===== src/rtl/sne_pkg.sv =====
// ----------------------------------------------------------------------------
// sne_pkg
// Shared types, constants and codes of the Sobel / NMS edge classifier.
// ----------------------------------------------------------------------------
package sne_pkg;

    localparam int MAX_WIDTH  = 1024;
    localparam int MAX_HEIGHT = 1024;
    localparam int DIM_W      = 11;
    localparam int LINE_AW    = $clog2(MAX_WIDTH);
    localparam int MEM_AW     = LINE_AW + 1;
    localparam int SUM_W      = 22;
    localparam int ROOT_W     = SUM_W / 2;

    localparam logic [DIM_W-1:0] DIM_MIN   = DIM_W'(3);
    localparam logic [DIM_W-1:0] WIDTH_MAX = DIM_W'(MAX_WIDTH);
    localparam logic [DIM_W-1:0] HEIGHT_MAX = DIM_W'(MAX_HEIGHT);

    localparam logic [DIM_W-1:0] WIDTH_RST  = DIM_W'(640);
    localparam logic [DIM_W-1:0] HEIGHT_RST = DIM_W'(480);
    localparam logic [7:0]       HIGH_RST   = 8'd50;
    localparam logic [7:0]       LOW_RST    = 8'd20;

    localparam logic [13:0] RECIP_Q16  = 14'd11599;
    localparam logic [14:0] TAN_LO_Q16 = 15'd27146;
    localparam logic [17:0] TAN_HI_Q16 = 18'd158218;

    localparam logic [1:0] REG_WIDTH  = 2'd0;
    localparam logic [1:0] REG_HEIGHT = 2'd1;
    localparam logic [1:0] REG_HIGH   = 2'd2;
    localparam logic [1:0] REG_LOW    = 2'd3;

    localparam logic FUNC_PIXEL = 1'b0;

    localparam logic [1:0] CLS_NONE   = 2'd0;
    localparam logic [1:0] CLS_WEAK   = 2'd1;
    localparam logic [1:0] CLS_STRONG = 2'd2;

    localparam logic [1:0] DIR_VERT      = 2'd0;
    localparam logic [1:0] DIR_DIAG_SAME = 2'd1;
    localparam logic [1:0] DIR_HORZ      = 2'd2;
    localparam logic [1:0] DIR_DIAG_OPP  = 2'd3;

    typedef struct packed {
        logic [1:0] dir;
        logic [7:0] mag;
    } t_grad;

    // [row][col], row 0 is the upper line, col 2 the newest column
    typedef t_grad [2:0][2:0] t_gwin;

    typedef struct packed {
        logic [DIM_W-1:0] width;
        logic [DIM_W-1:0] height;
        logic [7:0]       high_thr;
        logic [7:0]       low_thr;
        logic             restart;
    } t_cfg;

endpackage


===== src/rtl/sne_cfg_regs.sv =====
// ----------------------------------------------------------------------------
// sne_cfg_regs
// APB register file: frame geometry (clamped) and edge thresholds.
// ----------------------------------------------------------------------------
module sne_cfg_regs (
    input  logic                 i_clk,
    input  logic                 i_rst_n,
    input  logic                 psel,
    input  logic                 penable,
    input  logic                 pwrite,
    input  logic [3:0]           paddr,
    input  logic [31:0]          pwdata,
    output logic [31:0]          prdata,
    output logic                 pready,
    output sne_pkg::t_cfg        o_cfg
);

    logic [sne_pkg::DIM_W-1:0] r_width;
    logic [sne_pkg::DIM_W-1:0] r_height;
    logic [7:0]                r_high;
    logic [7:0]                r_low;
    logic                      w_wr;
    logic [1:0]                w_idx;

    assign pready = 1'b1;
    assign w_wr   = psel & penable & pwrite;
    assign w_idx  = paddr[3:2];

    always_ff @(posedge i_clk) begin
        if (!i_rst_n) begin
            r_width  <= sne_pkg::WIDTH_RST;
            r_height <= sne_pkg::HEIGHT_RST;
            r_high   <= sne_pkg::HIGH_RST;
            r_low    <= sne_pkg::LOW_RST;
        end else if (w_wr) begin
            unique case (w_idx)
                sne_pkg::REG_WIDTH:  r_width  <= pwdata[sne_pkg::DIM_W-1:0];
                sne_pkg::REG_HEIGHT: r_height <= pwdata[sne_pkg::DIM_W-1:0];
                sne_pkg::REG_HIGH:   r_high   <= pwdata[7:0];
                sne_pkg::REG_LOW:    r_low    <= pwdata[7:0];
            endcase
        end
    end

    always_comb begin
        unique case (w_idx)
            sne_pkg::REG_WIDTH:  prdata = 32'(r_width);
            sne_pkg::REG_HEIGHT: prdata = 32'(r_height);
            sne_pkg::REG_HIGH:   prdata = 32'(r_high);
            sne_pkg::REG_LOW:    prdata = 32'(r_low);
        endcase
    end

    always_comb begin
        priority if (r_width < sne_pkg::DIM_MIN) begin
            o_cfg.width = sne_pkg::DIM_MIN;
        end else if (r_width > sne_pkg::WIDTH_MAX) begin
            o_cfg.width = sne_pkg::WIDTH_MAX;
        end else begin
            o_cfg.width = r_width;
        end
        priority if (r_height < sne_pkg::DIM_MIN) begin
            o_cfg.height = sne_pkg::DIM_MIN;
        end else if (r_height > sne_pkg::HEIGHT_MAX) begin
            o_cfg.height = sne_pkg::HEIGHT_MAX;
        end else begin
            o_cfg.height = r_height;
        end
        o_cfg.high_thr = r_high;
        o_cfg.low_thr  = r_low;
        o_cfg.restart  = w_wr & ((w_idx == sne_pkg::REG_WIDTH) | (w_idx == sne_pkg::REG_HEIGHT));
    end

endmodule


===== config.mk =====
export PLATFORM = sky130hd
export DESIGN_NAME = sne_cfg_regs
export DESIGN_NICKNAME = d
export VERILOG_FILES = /design/src/rtl/sne_pkg.sv /design/src/rtl/sne_cfg_regs.sv
export SDC_FILE = /design/constraint.sdc
export NUM_CORES = 1
export LEC_CHECK = 0
export ABC_AREA = 1
export BUFFER_PORTS_ARGS = -buffer_cell sky130_fd_sc_hd__buf_2
export CORE_AREA = 2 2 68 70
export DETAILED_ROUTE_END_ITERATION = 6
export DIE_AREA = 0 0 70 72
export PLACE_DENSITY = 0.86
export SYNTH_ARGS = -nofsm -noshare
export SYNTH_HDL_FRONTEND = slang
export SYNTH_SLANG_ARGS = --single-unit

===== constraint.sdc =====
create_clock -name i_clk -period 1.7 [get_ports i_clk]
set_clock_uncertainty 0.15 [all_clocks]
set_input_delay 0.34 -clock i_clk [delete_from_list [all_inputs] [get_ports i_clk]]
set_output_delay 0.34 -clock i_clk [all_outputs]
set_load 0.1 [all_outputs]

After elaboration in Yosys (flattened, before gate mapping)
Index checks and enable logic that the tools add are counted.
Widths: inputs -> output; s select.
Storage, ports and cells
  register bits after elaboration: 38
  input port bits: 41
  word-level logic and storage cells: 25
Cells by class
  $lt $le $gt $ge: 4
  equal/unequal tests: 3
  multiplexer cells: 5
  bitwise operators: 4
  reductions and logical operators: 5
Operators by type and width (count)
  $pmux 32 s4: 1
  $mux 11: 4
  $gt 11x11->1 const B: 2
  $lt 11x2->1 const B: 2
  $reduce_and 2->1: 4
  $eq 2x2->1 const B: 2
  $and 1x1->1: 3
  $eq 2x1->1 const B: 1
  $logic_not 2->1: 1
  $or 1x1->1: 1

Longest topological paths before layout
  word-level depth: 3
  depth in mapped cells: 6
  mapped depth without buffers: 6

Worst setup path after synthesis
Ideal clock, no wire load.
  path kind: input to output
  start: input paddr[3]
  end: output prdata[0]
  arrival time: 2.174 ns
  path slack: -0.964 ns
  stages: 4
  cell sequence: inv_2 -> nand2_2 -> buf_2 -> o2111ai_1
Between the ends
  word-level cells in the longest chain between the ends: 2
  elaborated cells between the ends (all ways): 5
  those cells by class: 3 x eq/ne; 1 x mux; 1 x reduce/logical
Ends and longest elaborated chain
  from (decl): line sne_cfg_regs.sv:11  | input logic [3:0] paddr,
  $eq 2x2->1, or another cell as far along: line sne_cfg_regs.sv:46  | unique case (w_idx)
  $pmux 32 s4 (*): line sne_cfg_regs.sv:46
  to (decl): line sne_cfg_regs.sv:13  | output logic [31:0] prdata,
Every way passes the cells marked *; elsewhere a longest branch is shown, timed or not. The select of a mux whose other input is x is not followed.

==> impl_metrics.tcl <==
set metrics [dict create \
    total_power_uw 2590 \
    hold_viol 0 \
    drt-total-wl_um 10400 \
    io_pins 113 \
    viasPerCell 6.15 \
    dpl-instance-area_um2 3310 \
    core_um2 4260 \
    worst_ep_required_time_ps 1210 \
    ant_nets 0 \
    fmax_mhz 474 \
    die_w_um 70 \
    critPathBufInv 2 \
    clock_latency_ps 300 \
    cts_tree "yes" \
    cts_buffer_depth 2 \
    cts-root-buf "clkbuf_8" \
    grt_antenna_before_repair 0 \
    reg2reg_from "r_width[6]" \
    hold_depth 3 \
    overflow 0 \
    maxCapViolations 0 \
    netlist_area_um2 2010 \
    hold_end "r_height[8]" \
    critPathLaunchType "flop" \
    synth_area_per_cell_um2 6.77 \
    yosysSeqAreaShare_pct 37.8 \
    numCtsBuffers 5 \
    die_area_um2 5040 \
    area_delta_synth_final_pct 90.4 \
    grt_first_pass_wirelength_um 13200 \
    final_max_slew_viol_count 0 \
    cts.sinks 38 \
    hpwl_um 5300 \
    synthCells 297 \
    ys_types 22 \
    path_clk_slew_ps 90 \
    final_cell_mix "nor2_1, buf_12, nor2_4" \
    cp_max_fo 5 \
    violations "negative setup slack" \
    grt_pass1_vias 2524 \
    min_path_type "input port to flop" \
    synth.top_cell.area_share_pct 37.8 \
    r2r_end "r_width[6]" \
    final_common_cell "nor2_1" \
    final_nets 434 \
    fillCellCount 161 \
    worst_pin_slew_ps 517 \
    end_kind "output port" \
    power_density_nw_per_um2 677 \
    status "finished, violations left" \
    yosys-top-cells-area "dfxtp_1, nor2_1, buf_4" \
    crit_slowest_cell "dfxtp_4" \
    crit_type "flop to output port" \
    final_core_util_pct 89.8 \
    r2r_setup_slack_ps 520 \
    leakagePower_uw 0.00166 \
    worstPathArrival_ps 1620 \
    start_util_pct 47.2 \
    io_buffers 67 \
    switching_share_pct 43.1 \
    layout-drive-gt1-share_pct 59.1 \
    detail_route.wl_per_cell_um 23.4 \
    power.switching_uw 1120 \
    rr_worst_depth 4 \
    pre_cts_slack_ps -125 \
    ir_worst_vdd_uv 660 \
    period_needed_ps 2110 \
    drt_iter0_markers 355 \
    max-slew-margin-rel_pct 65.8 \
    cts_hold_buf 0 \
    path_cells "nor2_4 > nand3_2 > nor2_4 > nor2_4 > buf_12 > nor2_4 > buf_12" \
    hold_ws_ps 159 \
    gp_congestion 0.880 \
    rsz0062_at_grt "yes" \
    synth_warnings 0 \
    dr.pass1.iters 5 \
    crit_family "simple AND/OR/NAND/NOR gates" \
    cpMostUsedCell "nor2_4" \
    combPwrFrac_pct 37.3 \
    route.detailed.drc 0 \
    grt.total_usage_pct 34.5 \
    yosys.area.top_type "dfxtp_1" \
    ys_ff_latch 38 \
    p_seq_share_pct 35.9 \
    floorplan.die.height_um 72 \
    min-delay-start "pwdata[8]" \
    h-tree-depth 2 \
    grt_max_degree 39 \
    min_period_over_period_pct 124 \
    fin_area_um2 3830 \
    diodes 0 \
    clock_power_share_pct 26.8 \
    vias 2743 \
    intPower_uw 1470 \
    worst_slack_ps -410 \
    setup_viol 27 \
    critPathMaxStageDelay_ps 370 \
    rows 24 \
]
-- registers in the layout (all words and copies together), names as in the netlist --
register	flops
r_low	8
r_high	8
r_width	11
r_height	11
-- worst register-to-register path: cells and delay by family (launching register included) --
kind,cells,cell delay [ps]
and+or+nand+nor,1,80
AOI/OAI and AO/OA,1,200
DFF,1,370
buffers and inverters,2,270
-- metrics by stage --
| step | cells | TNS [ps] |
|---|---|---|
| after global placement | 422 | -731 |
| after detailed placement | 422 | -1360 |
| after CTS | 438 | -5300 |
| after floorplan | 317 | -1200 |
| final | 446 | -6890 |
| after global routing | 446 | -8030 |
-- cells in the mapped netlist, drive strengths merged --
| master | n |
|---|---|
| o211ai | 6 |
| o22ai | 3 |
| inv | 30 |
| a21oi | 4 |
| nand2 | 44 |
| nor2 | 92 |
| conb | 2 |
| nand3 | 10 |
| o21ai | 27 |
| clkbuf | 4 |
| dfxtp | 38 |
| o2111ai | 8 |
| nand4 | 2 |
| buf | 27 |
-- kinds of logic (layout without fill, tap and decap cells) --
logic type / after synthesis / after routing / share of synthesized area [%]
compound gates: 48 / 48 / 14.6
buf+inv: 61 / 138 / 16.4
flops: 38 / 38 / 37.8
other cells: 2 / 22 / 0.373
simple gates: 148 / 148 / 30.8
-- power groups by stage --
stage	clock, uW	combinational (uW)	sequential [uW]
final	695	967	930
after global routing	744	982	931
after floorplan	0	636	1010
after global placement	0	873	945
after detailed placement	0	883	947
after CTS	659	920	927
-- worst max-delay path by stage --
stage                     start   endpoint  slack (ps)  cells after the start
finish              r_height[9]  o_cfg[23]        -410                      7
CTS                  r_width[6]  o_cfg[34]        -290                      7
global placement       paddr[3]  prdata[6]         -90                      6
floorplan             r_high[0]  prdata[0]        -360                      2
detailed placement     paddr[3]  prdata[1]        -120                      6
global route        r_height[8]  o_cfg[23]        -440                      7
-- timing repair --
item	4_1_cts	5_1_grt
endpoints found under the setup margin	30	29
setup buffers	8	8
pin swaps	27	19
gates resized for setup	61	35
-- area by class of cell --
| class | instances | area [um2] | share of cell area (%) |
|---|---|---|---|
| repair buffers | 100 | 1180 | 30.7 |
| flip-flops and latches | 38 | 817 | 21.3 |
| multi-input cells | 218 | 1540 | 40.1 |
| clock buffers | 6 | 82.6 | 2.16 |
| clock inverters | 2 | 12.5 | 0.327 |
| inverters | 30 | 141 | 3.69 |
| well taps | 52 | 65.1 | 1.70 |
-- per-layer routing --
metal | wire (um) | track usage [%] | part of all wire [%]
met5 | 0 | 0 | 0
met4 | 899 | 21.2 | 8.6
met3 | 1130 | 9.58 | 11
met2 | 5060 | 59.8 | 48
met1 | 3350 | 37.8 | 32
(Power assumes the default switching activity.)
