--- src/rtl/sne_pkg.sv ---
// ----------------------------------------------------------------------------
// sne_pkg
// Shared types, constants and codes of the Sobel / NMS edge classifier.
// ----------------------------------------------------------------------------
package sne_pkg;

    localparam int MAX_WIDTH  = 1024;
    localparam int MAX_HEIGHT = 1024;
    localparam int DIM_W      = 11;
    localparam int LINE_AW    = $clog2(MAX_WIDTH);
    localparam int MEM_AW     = LINE_AW + 1;
    localparam int SUM_W      = 22;
    localparam int ROOT_W     = SUM_W / 2;

    localparam logic [DIM_W-1:0] DIM_MIN   = DIM_W'(3);
    localparam logic [DIM_W-1:0] WIDTH_MAX = DIM_W'(MAX_WIDTH);
    localparam logic [DIM_W-1:0] HEIGHT_MAX = DIM_W'(MAX_HEIGHT);

    localparam logic [DIM_W-1:0] WIDTH_RST  = DIM_W'(640);
    localparam logic [DIM_W-1:0] HEIGHT_RST = DIM_W'(480);
    localparam logic [7:0]       HIGH_RST   = 8'd50;
    localparam logic [7:0]       LOW_RST    = 8'd20;

    localparam logic [13:0] RECIP_Q16  = 14'd11599;
    localparam logic [14:0] TAN_LO_Q16 = 15'd27146;
    localparam logic [17:0] TAN_HI_Q16 = 18'd158218;

    localparam logic [1:0] REG_WIDTH  = 2'd0;
    localparam logic [1:0] REG_HEIGHT = 2'd1;
    localparam logic [1:0] REG_HIGH   = 2'd2;
    localparam logic [1:0] REG_LOW    = 2'd3;

    localparam logic FUNC_PIXEL = 1'b0;

    localparam logic [1:0] CLS_NONE   = 2'd0;
    localparam logic [1:0] CLS_WEAK   = 2'd1;
    localparam logic [1:0] CLS_STRONG = 2'd2;

    localparam logic [1:0] DIR_VERT      = 2'd0;
    localparam logic [1:0] DIR_DIAG_SAME = 2'd1;
    localparam logic [1:0] DIR_HORZ      = 2'd2;
    localparam logic [1:0] DIR_DIAG_OPP  = 2'd3;

    typedef struct packed {
        logic [1:0] dir;
        logic [7:0] mag;
    } t_grad;

    // [row][col], row 0 is the upper line, col 2 the newest column
    typedef t_grad [2:0][2:0] t_gwin;

    typedef struct packed {
        logic [DIM_W-1:0] width;
        logic [DIM_W-1:0] height;
        logic [7:0]       high_thr;
        logic [7:0]       low_thr;
        logic             restart;
    } t_cfg;

endpackage

--- src/rtl/sne_isqrt.sv ---
// ----------------------------------------------------------------------------
// sne_isqrt
// Iterative floor square root, one root bit per cycle.
// ----------------------------------------------------------------------------
module sne_isqrt (
    input  logic                        i_clk,
    input  logic                        i_rst_n,
    input  logic                        i_start,
    input  logic [sne_pkg::SUM_W-1:0]   i_value,
    output logic [sne_pkg::ROOT_W-1:0]  o_root,
    output logic                        o_done
);

    localparam int REM_W = sne_pkg::ROOT_W + 2;
    localparam int CNT_W = $clog2(sne_pkg::ROOT_W);
    localparam logic [CNT_W-1:0] LAST = CNT_W'(sne_pkg::ROOT_W - 1);

    logic [sne_pkg::SUM_W-1:0]  r_val;
    logic [REM_W-1:0]           r_rem;
    logic [sne_pkg::ROOT_W-1:0] r_root;
    logic [CNT_W-1:0]           r_cnt;
    logic                       r_busy;
    logic                       r_done;
    logic [REM_W+1:0]           w_rem_sh;
    logic [REM_W+1:0]           w_trial;
    logic                       w_fit;

    assign w_rem_sh = {r_rem, r_val[sne_pkg::SUM_W-1 -: 2]};
    assign w_trial  = (REM_W+2)'({r_root, 2'b01});
    assign w_fit    = w_rem_sh >= w_trial;

    always_ff @(posedge i_clk) begin
        if (!i_rst_n) begin
            r_busy <= 1'b0;
            r_done <= 1'b0;
            r_cnt  <= '0;
        end else begin
            r_done <= 1'b0;
            if (i_start) begin
                r_busy <= 1'b1;
                r_cnt  <= '0;
            end else if (r_busy) begin
                r_cnt <= r_cnt + 1'b1;
                if (r_cnt == LAST) begin
                    r_busy <= 1'b0;
                    r_done <= 1'b1;
                end
            end
        end
    end

    always_ff @(posedge i_clk) begin
        if (i_start) begin
            r_val  <= i_value;
            r_rem  <= '0;
            r_root <= '0;
        end else if (r_busy) begin
            r_val  <= {r_val[sne_pkg::SUM_W-3:0], 2'b00};
            r_rem  <= w_fit ? REM_W'(w_rem_sh - w_trial) : REM_W'(w_rem_sh);
            r_root <= {r_root[sne_pkg::ROOT_W-2:0], w_fit};
        end
    end

    assign o_root = r_root;
    assign o_done = r_done;

endmodule

--- config.mk ---
export PLATFORM = sky130hd
export DESIGN_NAME = sne_isqrt
export DESIGN_NICKNAME = d
export VERILOG_FILES = /design/src/rtl/sne_pkg.sv /design/src/rtl/sne_isqrt.sv
export SDC_FILE = /design/constraint.sdc
export NUM_CORES = 1
export LEC_CHECK = 0
export BUFFER_PORTS_ARGS = -buffer_cell sky130_fd_sc_hd__buf_4
export CELL_PAD_IN_SITES_DETAIL_PLACEMENT = 0
export CELL_PAD_IN_SITES_GLOBAL_PLACEMENT = 1
export CORE_ASPECT_RATIO = 0.6
export CORE_MARGIN = 3
export CORE_UTILIZATION = 30
export DETAILED_ROUTE_END_ITERATION = 16
export PLACE_DENSITY = 0.58
export SYNTH_ARGS = -nofsm -noshare
export SYNTH_HDL_FRONTEND = slang
export SYNTH_SLANG_ARGS = --single-unit
export TNS_END_PERCENT = 100
--- constraint.sdc ---
create_clock -name i_clk -period 2.4 [get_ports i_clk]
set_input_delay 0 -clock i_clk [delete_from_list [all_inputs] [get_ports i_clk]]
set_output_delay 0 -clock i_clk [all_outputs]
set_load 0.05 [all_outputs]
# Yosys cells after proc, flatten, opt, wreduce, memory -nomap -nowiden
# Index checks and enable logic that the tools add are counted.
totals:
  reg_bits: 52
  output_inout_bits: 12
  word_cells: 22
classes:
  bitwise_logic: 2
  n_eq_ne: 1
  n_reduce_logical: 3
  n_mux: 7
  order_cmp: 1
  n_addsub: 2
op_table:
  columns: ["cell", "n"]
  rows:
  - ["$mux 22", 2]
  - ["$ge 15x13->1", 1]
  - ["$mux 13", 1]
  - ["$sub 13x13->13", 1]
  - ["$add 4x1->4 const B", 1]
  - ["$eq 4x4->1 const B", 1]
  - ["$mux 1", 4]
  - ["$reduce_or 3->1", 1]
  - ["$not 1->1", 2]
  - ["$reduce_bool 2->1", 1]
  - ["$reduce_or 2->1", 1]

# Longest topological paths before layout
depth:
  ltp_word: 4
  mapped_depth: 11
  mapped_depth_nobuf: 8

# Worst setup path after synthesis
# OpenSTA, ideal clock, no wires.
synth_path:
  kind: "register to register"
  start: "register r_root (netlist bit o_root[6])"
  end: "register r_rem[11]"
  t_arrival_ns: 2.367
  setup_ns: 0.116
  stages_incl_launch_ff: 11
  setup_slack_ns: -0.083
  cell_sequence: "dfxtp_1 > inv_1 > ha_1 > buf_2 > a21oi_1 > o21ai_1 > a221o_1 > a31o_1 > buf_6 > buf_12 > a31o_2"
synth_via:
  elab_chain_len: 2
  elab_cells_between_ends: 3
  cone_classes: "1 x add/sub; 1 x order compare; 1 x mux"
synth_rtl:
  columns: ["item", "line", "text"]
  rows:
  - ["start: declaration", "sne_isqrt.sv:20", "logic [sne_pkg::ROOT_W-1:0] r_root;"]
  - ["start signal: assignment", "sne_isqrt.sv:60", "r_root <= {r_root[sne_pkg::ROOT_W-2:0], w_fit};"]
  - ["$sub 13x13->13 or $ge 15x13->1 (tied branches)", "sne_isqrt.sv:59, sne_isqrt.sv:30", null]
  - ["$mux 13 *", "sne_isqrt.sv:59", "r_rem <= w_fit ? REM_W'(w_rem_sh - w_trial) : REM_W'(w_rem_sh);"]
  - ["end signal: assignment", "sne_isqrt.sv:59", null]
  - ["end: declaration", "sne_isqrt.sv:19", "logic [REM_W-1:0] r_rem;"]
# Every way passes the cells marked *; elsewhere a longest branch is shown, timed or not.
# A chain may end at the register's enable or synchronous reset.

# Final worst setup path
layout_path:
  start: "register r_root (netlist bit o_root[2])"
  end: "register r_rem[12]"
# The elaborated chain is that of the path after synthesis.

==> out/results.txt <==
worst-margin pin slew: 0.458 ns
Nets: 367
DRC: 0
die area: 10,500 um2
R2R setup slack: 0.17 ns
Clk pwr share: 18.9%
total CTS buffers: 5
fraction of registers with async set/reset: 0%
FP Rows: 26
DP Area: 3250 um2
CTS tree: built
Sw Ratio: 38.3%
Bufs and invs on worst path: 3
DR WL/cell: 14.4 um
Syn Inst Count: 272
synth warn: 0
CP Class: reg2reg
antenna-violating nets left: 0
CTS Buffer Depth: 2
Tmin final: 2.23 ns
Tcrit/Tclk final: 93.0%
CP Data Arrival Time: 2.43 ns
Final Cell Area: 3470 um2
RSZ-0062 raised after global routing: false
io pins: 37
smallest hold slack: 0.00702 ns
Post-CTS Setup Bufs: 0
critical-path cell list: inv_1, ha_1, buf_4, a21oi_1, nand4_1, a31o_1, buf_4, and4_1, o31ai_1
clk sinks: 52
share of power burned in registers: 29.6%
largest net degree at the start of global routing: 23
Final Slew Violations: 0
slowest stage delay, CP: 0.39 ns
Clk Tree Root Cell: clkbuf_16
Post-Syn Area: 2780 um2
CORE AREA: 8750 um2
largest cells by area after synthesis: edfxtp_1, dfxtp_1, mux2_2
status: finished clean
Max Clock Freq: 448 MHz
Overall Global Routing Usage: 12.7%
Slowest cell on crit path: dfxtp_1
Clock Skew: 0.00688 ns
DP Wirelength: 4.76 mm
post-placement cell count: 425
Crit path max-delay family: compound AO/OA/AOI/OAI gates
Worst Hold Class: in2reg
Final Hold Viols: 0
Crit. End Element: flip-flop
first-pass detailed-route iteration total: 5
internal power: 2390 uW
share of the synthesized area in the top cell type: 23.7%
CTS clk-pin slew, worst paths: 0.07 ns
Avg Vias per Cell: 4.63
sw power: 1480 uW
vias in the first global route: 1,847
Initial Util: 31.8%
syn nets: 312
first-pass GRT wire length: 10.2 mm
Cell variety after synth: 43
DIE WIDTH: 130 um
Cell Count, Final, Fillers Out: 440
worst vdd ir: 0.000422 V
relative slew slack: 69.4%
most used cell, CP: buf_4
cell taking the most area after synthesis: edfxtp_1
Setup crit start kind: flip-flop
Routability Congestion: 0.894
Seq/Total Area, Yosys: 45.3%
die span in y: 80.6 um
DRT Wirelength: 6.32 mm
initial antenna violation count: 0
Synth Register Bits: 52
clk_lat worst skew: 0.29 ns
TNS Setup: 0 ns
Initial DRC Count: 124
max-cap violations: 0
EDFF count, synth: 22
Leak: 0.00143 uW
IO buf count: 36
Vias: 2,039
Critical Path RT: 2.60 ns
H-Tree Depth: 2
fin util: 39.7%
share of layout cells above drive strength 1: 27.4%
Power Density: 1120 nW/um2
syn_area_per_cell: 10.2 um2
ANT cells: 0
final setup fails: 0
Primary FF master, synth: dfxtp_1
Critical Path Fanout Max: 10
Area Overhead vs Synth: 24.7%
GRT overflow: 0
Logic pwr share: 51.5%
sequential cells by signal, summed over array words and instances, names as in the netlist:
signal / flops
o_done: 1
o_root: 11
r_busy: 1
r_cnt: 4
r_rem: 13
r_val: 22
path summary, 6_finish.rpt:
kind	startpoint	end	cells past startpoint
setup / recovery	o_root[2]	r_rem[12]	9
hold / removal	i_value[5]	r_val[5]	2
setup reg to reg	o_root[2]	r_rem[12]	9
hold reg to reg	r_rem[12]	r_rem[12]	2
cell usage in the layout (no fill, tap or decap), types with 8 or more instances in the layout:
cell type  instances
mux2i_1           19
mux2_2            21
buf_4             52
nand2_1           19
nor2_1            26
edfxtp_1          22
a21oi_1           12
xnor2_1            8
inv_1             19
dfxtp_1           26
ha_1              15
through the flow:
stage	worst slack (ns)	power [uW]
floorplan	0.000220	2730
global placement	0.155	3190
detailed placement	0.188	3120
CTS	0.172	3880
global route	0.00553	4170
finish	0.168	3870
power groups by stage:
stage / Clock, uW / Combinational [uW] / Sequential (uW)
6_report: 731 / 1990 / 1150
5_1_grt: 793 / 2220 / 1160
4_1_cts: 753 / 1980 / 1140
3_5_place_dp: 0 / 1960 / 1160
3_3_place_gp: 0 / 2020 / 1170
2_1_floorplan: 0 / 1580 / 1150
layout make-up:
cell class,count,area [um2]
flip-flops and latches,52,1270
well taps,112,140
inverters,19,71.3
repair buffers,59,460
multi-input cells,190,1390
clock buffers,6,133
clock inverters,2,16.3
fillers,874,5280
synth_stat cells (all sizes together) (6+ instances only):
library cell and count:
inv 19, nand2 19, mux2 21, ha 15, clkbuf 6, o21ai 11
dfxtp 30, edfxtp 22, a21oi 12, nor2 29, xnor2 8, mux2i 19
layer usage:
metal	vias to the layer above	track usage (%)	routed length [um]
met3	4	3.85	345
met4	0	3.08	31
met2	41	14.0	2190
met1	921	21.9	3750
met5	-	0	0
li1	1073	-	-
cells by family (layout without fill, tap and decap cells):
logic type	Yosys count	after routing	share of synthesized area, %
buf+inv	30	86	4.94
xor+xnor	12	12	3.78
simple gates	80	80	14.1
compound gates	43	43	9.84
mux	40	40	15.3
fa+ha+maj	15	15	6.74
flops	52	52	45.3
worst reg2reg max path: stages, from the launching register on:
cell     delay [ns]
dfxtp_1        0.39
inv_1          0.07
ha_1           0.31
buf_4          0.16
a21oi_1        0.28
nand4_1        0.15
a31o_1         0.25
buf_4          0.18
and4_1         0.16
o31ai_1        0.19
repair_timing:
item	in CTS	in global routing
endpoints found under the setup margin	0	2
endpoints found under the hold margin	6	1
gates resized for setup	0	1
hold buffers	6	1
No activity file was read; power rests on OpenSTA's default activity.
