`src/rtl/sne_pkg.sv`:
```
// ----------------------------------------------------------------------------
// sne_pkg
// Shared types, constants and codes of the Sobel / NMS edge classifier.
// ----------------------------------------------------------------------------
package sne_pkg;

    localparam int MAX_WIDTH  = 1024;
    localparam int MAX_HEIGHT = 1024;
    localparam int DIM_W      = 11;
    localparam int LINE_AW    = $clog2(MAX_WIDTH);
    localparam int MEM_AW     = LINE_AW + 1;
    localparam int SUM_W      = 22;
    localparam int ROOT_W     = SUM_W / 2;

    localparam logic [DIM_W-1:0] DIM_MIN   = DIM_W'(3);
    localparam logic [DIM_W-1:0] WIDTH_MAX = DIM_W'(MAX_WIDTH);
    localparam logic [DIM_W-1:0] HEIGHT_MAX = DIM_W'(MAX_HEIGHT);

    localparam logic [DIM_W-1:0] WIDTH_RST  = DIM_W'(640);
    localparam logic [DIM_W-1:0] HEIGHT_RST = DIM_W'(480);
    localparam logic [7:0]       HIGH_RST   = 8'd50;
    localparam logic [7:0]       LOW_RST    = 8'd20;

    localparam logic [13:0] RECIP_Q16  = 14'd11599;
    localparam logic [14:0] TAN_LO_Q16 = 15'd27146;
    localparam logic [17:0] TAN_HI_Q16 = 18'd158218;

    localparam logic [1:0] REG_WIDTH  = 2'd0;
    localparam logic [1:0] REG_HEIGHT = 2'd1;
    localparam logic [1:0] REG_HIGH   = 2'd2;
    localparam logic [1:0] REG_LOW    = 2'd3;

    localparam logic FUNC_PIXEL = 1'b0;

    localparam logic [1:0] CLS_NONE   = 2'd0;
    localparam logic [1:0] CLS_WEAK   = 2'd1;
    localparam logic [1:0] CLS_STRONG = 2'd2;

    localparam logic [1:0] DIR_VERT      = 2'd0;
    localparam logic [1:0] DIR_DIAG_SAME = 2'd1;
    localparam logic [1:0] DIR_HORZ      = 2'd2;
    localparam logic [1:0] DIR_DIAG_OPP  = 2'd3;

    typedef struct packed {
        logic [1:0] dir;
        logic [7:0] mag;
    } t_grad;

    // [row][col], row 0 is the upper line, col 2 the newest column
    typedef t_grad [2:0][2:0] t_gwin;

    typedef struct packed {
        logic [DIM_W-1:0] width;
        logic [DIM_W-1:0] height;
        logic [7:0]       high_thr;
        logic [7:0]       low_thr;
        logic             restart;
    } t_cfg;

endpackage

```
`src/rtl/sne_nms.sv`:
```
// ----------------------------------------------------------------------------
// sne_nms
// Non-maximum suppression on the gradient window and edge classification.
// ----------------------------------------------------------------------------
module sne_nms (
    input  sne_pkg::t_gwin i_win,
    input  logic           i_interior,
    input  logic [7:0]     i_high_thr,
    input  logic [7:0]     i_low_thr,
    output logic [1:0]     o_class,
    output logic [7:0]     o_mag,
    output logic [1:0]     o_dir
);

    sne_pkg::t_grad w_ctr;
    logic [7:0]     w_n1;
    logic [7:0]     w_n2;
    logic [7:0]     w_mag;

    always_comb begin
        w_ctr = i_win[1][1];
        unique case (w_ctr.dir)
            sne_pkg::DIR_VERT: begin
                w_n1 = i_win[0][1].mag;
                w_n2 = i_win[2][1].mag;
            end
            sne_pkg::DIR_DIAG_SAME: begin
                w_n1 = i_win[0][2].mag;
                w_n2 = i_win[2][0].mag;
            end
            sne_pkg::DIR_HORZ: begin
                w_n1 = i_win[1][0].mag;
                w_n2 = i_win[1][2].mag;
            end
            sne_pkg::DIR_DIAG_OPP: begin
                w_n1 = i_win[0][0].mag;
                w_n2 = i_win[2][2].mag;
            end
        endcase
        w_mag = ((w_ctr.mag < w_n1) || (w_ctr.mag < w_n2)) ? 8'd0 : w_ctr.mag;

        if (!i_interior) begin
            o_class = sne_pkg::CLS_NONE;
            o_mag   = 8'd0;
            o_dir   = sne_pkg::DIR_VERT;
        end else begin
            o_mag = w_mag;
            o_dir = w_ctr.dir;
            priority if (w_mag < i_low_thr) begin
                o_class = sne_pkg::CLS_NONE;
            end else if (w_mag > i_high_thr) begin
                o_class = sne_pkg::CLS_STRONG;
            end else begin
                o_class = sne_pkg::CLS_WEAK;
            end
        end
    end

endmodule

```
`config.mk`:
```
export PLATFORM = sky130hd
export DESIGN_NAME = sne_nms
export DESIGN_NICKNAME = d
export VERILOG_FILES = /design/src/rtl/sne_pkg.sv /design/src/rtl/sne_nms.sv
export SDC_FILE = /design/constraint.sdc
export NUM_CORES = 1
export LEC_CHECK = 0
export BUFFER_PORTS_ARGS = -buffer_cell sky130_fd_sc_hd__clkbuf_2
export CORE_ASPECT_RATIO = 2
export CORE_MARGIN = 5
export CORE_UTILIZATION = 35
export DETAILED_ROUTE_END_ITERATION = 8
export PLACE_DENSITY = 0.76
export SETUP_SLACK_MARGIN = 0.05
export SKIP_LAST_GASP = 1
export SYNTH_ARGS = -nofsm -noshare
export SYNTH_HDL_FRONTEND = slang
export SYNTH_SLANG_ARGS = --single-unit
```
`constraint.sdc`:
```
create_clock -name vclk -period 4.3
set_input_delay 0.215 -clock vclk [all_inputs]
set_output_delay 0.215 -clock vclk [all_outputs]
set_load 0.1 [all_outputs]
```
== Word-level counts from Yosys, hierarchy flattened ==
Cells that the tools add are included.
Storage, ports and cells
  flip-flop bits (word level): 0
  input port bits: 107
  word-level logic and storage cells: 17
Operators by class
  order comparisons: 4
  equality and inequality tests: 3
  mux-type cells: 8
  reductions and logical operators: 2
Operator list (number)
  case mux 8 bit (4 select lines): 2
  less-than comparator 8 bit: 3
  two-way mux 8 bit: 2
  > comparator 8 bit: 1
  two-way mux 2 bit: 4
  equality test 2 bit, second input constant: 2
  equality test 2 x 1 -> 1 bit, second input constant: 1
  zero test 2 bit: 1
  logical OR 1 bit: 1

== Logic depth before layout (Yosys ltp) ==
Gate-level depths: netlist (run 1).
  depth after elaboration: 9
  gate-level depth with buffers: 17
  gate-level depth less buffers: 14

== Least setup slack after synthesis (run 1) ==
OpenSTA, ideal clock, no wires.
  kind: input to output
  from: in i_win[49] (netlist name)
  to: out o_class[0]
  arrival time: 4.999 ns
  setup slack: -0.914 ns
  stages on the path: 17
  buffers on the path: 3
  path through: buf_6 > buf_2 > mux4_2 > inv_1 > ha_1 > a211oi_1 > nor2_1 > a211oi_1 > a22oi_4 > buf_6 > and2_1 > ha_1 > a21o_1 > a221oi_1 > o211ai_1 > and2_1 > o2bb2ai_1
On the way
  longest elaborated chain between the ends: 9
RTL lines
  start: declaration: RTL line sne_nms.sv:6  | input sne_pkg::t_gwin i_win,
  equality test 2 bit (tied with other cells): RTL line sne_nms.sv:22  | unique case (w_ctr.dir)
  case mux 8 bit (4 select lines): RTL line sne_nms.sv:22
  less-than comparator 8 bit: RTL line sne_nms.sv:40  | w_mag = ((w_ctr.mag < w_n1) || (w_ctr.mag < w_n2)) ? 8'd0 : w_ctr.mag;
  logical OR 1 bit *: RTL line sne_nms.sv:40
  two-way mux 8 bit *: RTL line sne_nms.sv:40
  > comparator 8 bit: RTL line sne_nms.sv:51  | end else if (w_mag > i_high_thr) begin
  two-way mux 2 bit: RTL line sne_nms.sv:51
  two-way mux 2 bit *: RTL line sne_nms.sv:49  | priority if (w_mag < i_low_thr) begin
  two-way mux 2 bit *: RTL line sne_nms.sv:42  | if (!i_interior) begin
  end: declaration: RTL line sne_nms.sv:10  | output logic [1:0] o_class,
Mark *: on every way between the ends. The rest lies on a longest branch, timed or not.

== Worst setup path in the final report (run 1) ==
  from: in i_win[49] (netlist name)
  to: out o_class[1]
The elaborated chain is that of the path after synthesis.

==> results of run 1 <==
-- stage by stage --
stage	power [mW]	setup TNS (ns)
after CTS	0.236	0
after detailed placement	0.235	0
final	0.239	0
after global placement	0.229	0
after global routing	0.266	0
after floorplan	0.159	-0.0140
-- tightest hold or removal path, stage by stage --
cell,delay (ns)
clkbuf_2,0.11
and3_1,0.14
clkbuf_2,0.36
-- cell type report --
| cell class | instances | share of cell area [%] |
|---|---|---|
| Multi-Input combinational cell | 120 | 62.1 |
| Timing Repair Buffer | 106 | 29.1 |
| Inverter | 30 | 5.65 |
| Tap cell | 49 | 3.08 |
-- synth_stat cells (3+ instances only) --
cell	n	area share, %
nor2_1	6	1.7
inv_1	30	8.5
and3_1	10	4.7
and2_1	10	4.7
a211oi_1	4	2.3
a21oi_1	9	3.4
o21ai_0	3	1.1
nand3_1	5	1.9
ha_1	29	27
nand4_1	3	1.4
mux4_2	14	24
nand2_1	5	1.4
mux2i_1	4	3.0
-- cells by family after synthesis --
logic type	Yosys count	synth area share (%)
adder cells (fa/ha/maj)	29	27.4
multiplexers	18	26.9
AO/OA/AOI/OAI	26	13.9
buffers and inverters	36	11.5
AND/OR/NAND/NOR	47	20.2
-- worst max path at each step --
stage / start / end / depth (start not counted)
2_1_floorplan: i_win[49] / o_class[0] / 17
3_3_place_gp: i_win[49] / o_class[0] / 18
3_5_place_dp: i_win[49] / o_class[0] / 18
4_1_cts: i_win[49] / o_class[0] / 18
5_1_grt: i_win[49] / o_class[1] / 18
6_report: i_win[49] / o_class[1] / 18
-- routing by layer --
layer	vias to the layer above	track usage (%)	part of all wire, %
met3	8	0.615	5.2
met2	61	34.3	61
li1	782	-	-
met1	686	14.5	32
met4	0	1.18	1.7
met5	-	0	0
-- power by group --
group / internal (mW) / total [mW] / switching (mW)
Clock: 0 / 0 / 0
Combinational: 0.108 / 0.239 / 0.131
Sequential: 0 / 0 / 0
-- what timing repair did --
action                     CTS  global route
setup buffers                0             0
gates resized for setup      0             7
setup endpoints to repair    0             2
-- placed cells by master, fill, tap and decap left out, types with 4 or more instances in the layout --
| master | synthesis | routed |
|---|---|---|
| a21oi_1 | 9 | 8 |
| and2_1 | 10 | 10 |
| and3_1 | 10 | 9 |
| clkbuf_2 | 0 | 101 |
| ha_1 | 29 | 29 |
| inv_1 | 30 | 30 |
| mux2i_1 | 4 | 4 |
| mux4_2 | 14 | 14 |
| nand2_1 | 5 | 5 |
| nand3_1 | 5 | 5 |
| nor2_1 | 6 | 6 |
==> results.tsv, run 1 <==
metric	value	unit
seq_area_frac_synth	0	%
drc	0	
pre_cts_ws	0.0857	ns
setup_violations	0	
endpoint_kind	output pin	
design_area	1990	um2
status	finished clean	
synth_area_per_cell	8.48	um2
grt_overflow	0	
antenna_cells	0	
io_pins	119	
peakVddDrop	0.0706	mV
rsz0062_at_grt	no	
slew_headroom	63.5	%
start_util	36.3	%
period_minus_slack	4.10	ns
drive_gt1_share	50.8	%
gp_congestion	0.753	
nNetsFinal	394	
max_stage_delay	0.51	ns
required	4.09	ns
synth_cell_types	30	
whs_path_depth	3	
track_usage	15.7	%
post-route-util	54.6	%
slowest_stage	mux4_2	
coreArea	3650	um2
worstHoldStart	i_win[43]	
leakage	1.16	nW
chipHeight	96.9	um
regArea	0	um2
worstSetupPathType	in2out	
syn_nets	292	
n_fill_cell	393	
yosys_warnings	0	
tightest_slew	0.549	ns
synthCells	156	
area_growth	50.6	%
num_vias	1537	
cp_num_buf_inv	5	
ctsHoldBuffers	0	
seq_cell_count	0	
placed_cell_area	1960	um2
drt-total-wl	4100	um
cp_data_arrival_time	3.89	ns
instances_no_fill	305	
grt_pass1_wl	6510	um
antenna_found_initial	0	
maxCapViolCount	0	
fin_crit_sh	95.4	%
whs	1.05	ns
setup_slack	0.196	ns
portBuffers	103	
place_hpwl	3850	um
cp_top_family	simple AND/OR/NAND/NOR gates	
p_per_area	120	nW/um2
cp_max_fo	19	
die_w	53.5	um
path_cells	clkbuf_2 > buf_12 > mux4_2 > inv_1 > ha_1 > and4_1 > nand4_1 > or3_4 > a22oi_4 > buf_4 > and2_1 > ha_1 > nand3_1 > nor2_1 > a32oi_2 > and3_4 > o2bb2ai_4 > buf_12	
dp.cells	305	
hold_class	in2out	
drt-wirelength-per-cell	13.5	um
holdPathEnd	o_mag[3]	
grt_max_degree	20	
rows	31	
max_freq	0.244	GHz
ant_nets	0	
die_area	5180	um2
n_clock_buffer	0	
dr.pass1.iters	4	
drt_iter0_drc	25	
vias_per_cell	5.04	
multi_input_area	1240	um2
slew_viol_final	0	
synth_area	1320	um2
cp-start-kind	input port	
hold_viol_final	0	
grt_pass1_vias	1639	
No activity file was read; power rests on OpenSTA's default activity.
==> run 2, diff against run 1 <==
==> constraint.sdc (replaced) <==
create_clock -name vclk -period 4.3
set_input_delay 0.86 -clock vclk [all_inputs]
set_output_delay 0.86 -clock vclk [all_outputs]
set_load 0.1 [all_outputs]
==> run 2 against run 1 <==
Compared with the run above: global-route usage grew 2.4 points; combinational power grew 30%; highest routed layer unchanged; critical path depth is the same; flip-flop and latch count is the same; the run now ends with setup timing left; first-iteration DRC count shrank 40%; utilization grew 12 points; cell area grew 23%; non-clock buffer count grew 23; count of clock-buffer cells in the layout is the same; via count grew 7.1%; sequential share of layout area is the same.
==> results.tsv, run 2 (synthesis gave the netlist of run 1 again) <==
metric	value	unit
status	complete, but fails checks	
violations	setup timing	
swShare	48.4	%
n_clock_buffer	0	
slew_headroom	63.9	%
tightest_slew	0.544	ns
whs_path_depth	3	
antenna_cells	0	
area_growth	84.8	%
slew_viol_final	0	
io_pins	119	
drt-total-wl	4690	um
design_area	2440	um2
dr.pass1.iters	2	
combPwrFrac	100.0	%
startpoint	i_win[49]	
switching_power	150	uW
coreArea	3650	um2
gp_congestion	0.784	
setup_slack	-0.880	ns
drt_iter0_drc	15	
clockPowerShare	0	%
seqPwrFrac	0	%
n_fill_cell	315	
vias_per_cell	5.02	
worstSetupPathType	in2out	
mostFrequentLayoutCells	clkbuf_2, inv_1, ha_1	
drt-wirelength-per-cell	14.3	um
ant_nets	0	
portBuffers	103	
dp.cells	325	
track_usage	18.1	%
crit_cells	18	
regArea	0	um2
cp_data_arrival_time	4.32	ns
grt_pass1_vias	1805	
die_w	53.5	um
seq_cell_count	0	
setup_violations	2	
slowest_stage	mux4_2	
start_util	36.3	%
drc	0	
die_area	5180	um2
grt_overflow	0	
post-route-util	67.0	%
drive_gt1_share	64.5	%
cp-start-kind	input port	
required	3.44	ns
crit_path_end	o_class[0]	
p_per_area	127	nW/um2
hold_viol_final	0	
rows	31	
max_freq	0.193	GHz
grt_pass1_wl	7450	um
hold_class	in2out	
period_minus_slack	5.18	ns
leakage	1.33	nW
chipHeight	96.9	um
cp_max_fo	6	
num_vias	1646	
endpoint_kind	output pin	
nNetsFinal	417	
place_hpwl	4200	um
whs	2.21	ns
max_stage_delay	0.50	ns
rsz0062_at_grt	yes	
fin_crit_sh	120	%
cp_top_family	compound AO/OA/AOI/OAI gates	
grt_max_degree	15	
maxCapViolCount	0	
placed_cell_area	2270	um2
antenna_found_initial	0	
peakVddDrop	0.0666	mV
tns	-1.72	ns
p_int	160	uW
cp_num_buf_inv	5	
path_cells	clkbuf_16 > buf_12 > mux4_2 > inv_2 > ha_4 > and4_4 > nand4_1 > or3_4 > a22oi_4 > and2_4 > ha_4 > a21o_1 > a221oi_2 > o211ai_1 > a21boi_1 > buf_4 > o2bb2ai_4 > buf_12	
instances_no_fill	328	
final_common_cell	clkbuf_2	
## run 2: changes by cell type in the layout (fill, tap and decap cells not counted), sizes merged
cell,delta
clkbuf,-8
buf,+31
## run 2: metal layers
metal | track usage (%) | wire length [um]
met5 | 0 | 0
met3 | 1.23 | 257
met1 | 15.7 | 1420
met4 | 3.94 | 81
met2 | 39.1 | 2940
## run 2: metrics by stage
step | power (mW) | setup slack, ns
3_5_place_dp | 0.281 | -1.07
6_report | 0.310 | -0.880
5_1_grt | 0.338 | -1.11
4_1_cts | 0.304 | -0.929
2_1_floorplan | 0.169 | -1.02
3_3_place_gp | 0.274 | -0.967
## run 2: tightest hold or removal path: stages
cell	delay (ns)
clkbuf_2	0.12
and3_2	0.21
buf_12	0.17
## run 2: cell type report
type | count | area [um2] | share of cell area, %
multi-input cells | 120 | 1350 | 55.2
repair buffers | 129 | 921 | 37.7
well taps | 49 | 61.3 | 2.51
inverters | 30 | 113 | 4.61
## run 2: power groups by stage
stage,clock [mW],combinational [mW],sequential [mW]
global placement,0,0.274,0
CTS,0,0.304,0
global route,0,0.338,0
finish,0,0.310,0
floorplan,0,0.169,0
detailed placement,0,0.281,0
## run 2: timing repair
| item | in CTS | in global routing |
|---|---|---|
| gates cloned | 1 | 0 |
| endpoints found under the setup margin | 10 | 3 |
| hold buffers | 0 | 0 |
| resized for setup | 19 | 8 |
| buffers inserted | 2 | 0 |
| pin swaps | 11 | 9 |
## run 2: how the worst min path moves through the flow
stage               slack (ns)      start       end
CTS                       2.21  i_win[41]  o_mag[1]
floorplan                 2.07  i_win[40]  o_mag[0]
detailed placement        2.21  i_win[41]  o_mag[1]
finish                    2.21  i_win[41]  o_mag[1]
global placement          2.21  i_win[41]  o_mag[1]
global route              2.23  i_win[41]  o_mag[1]
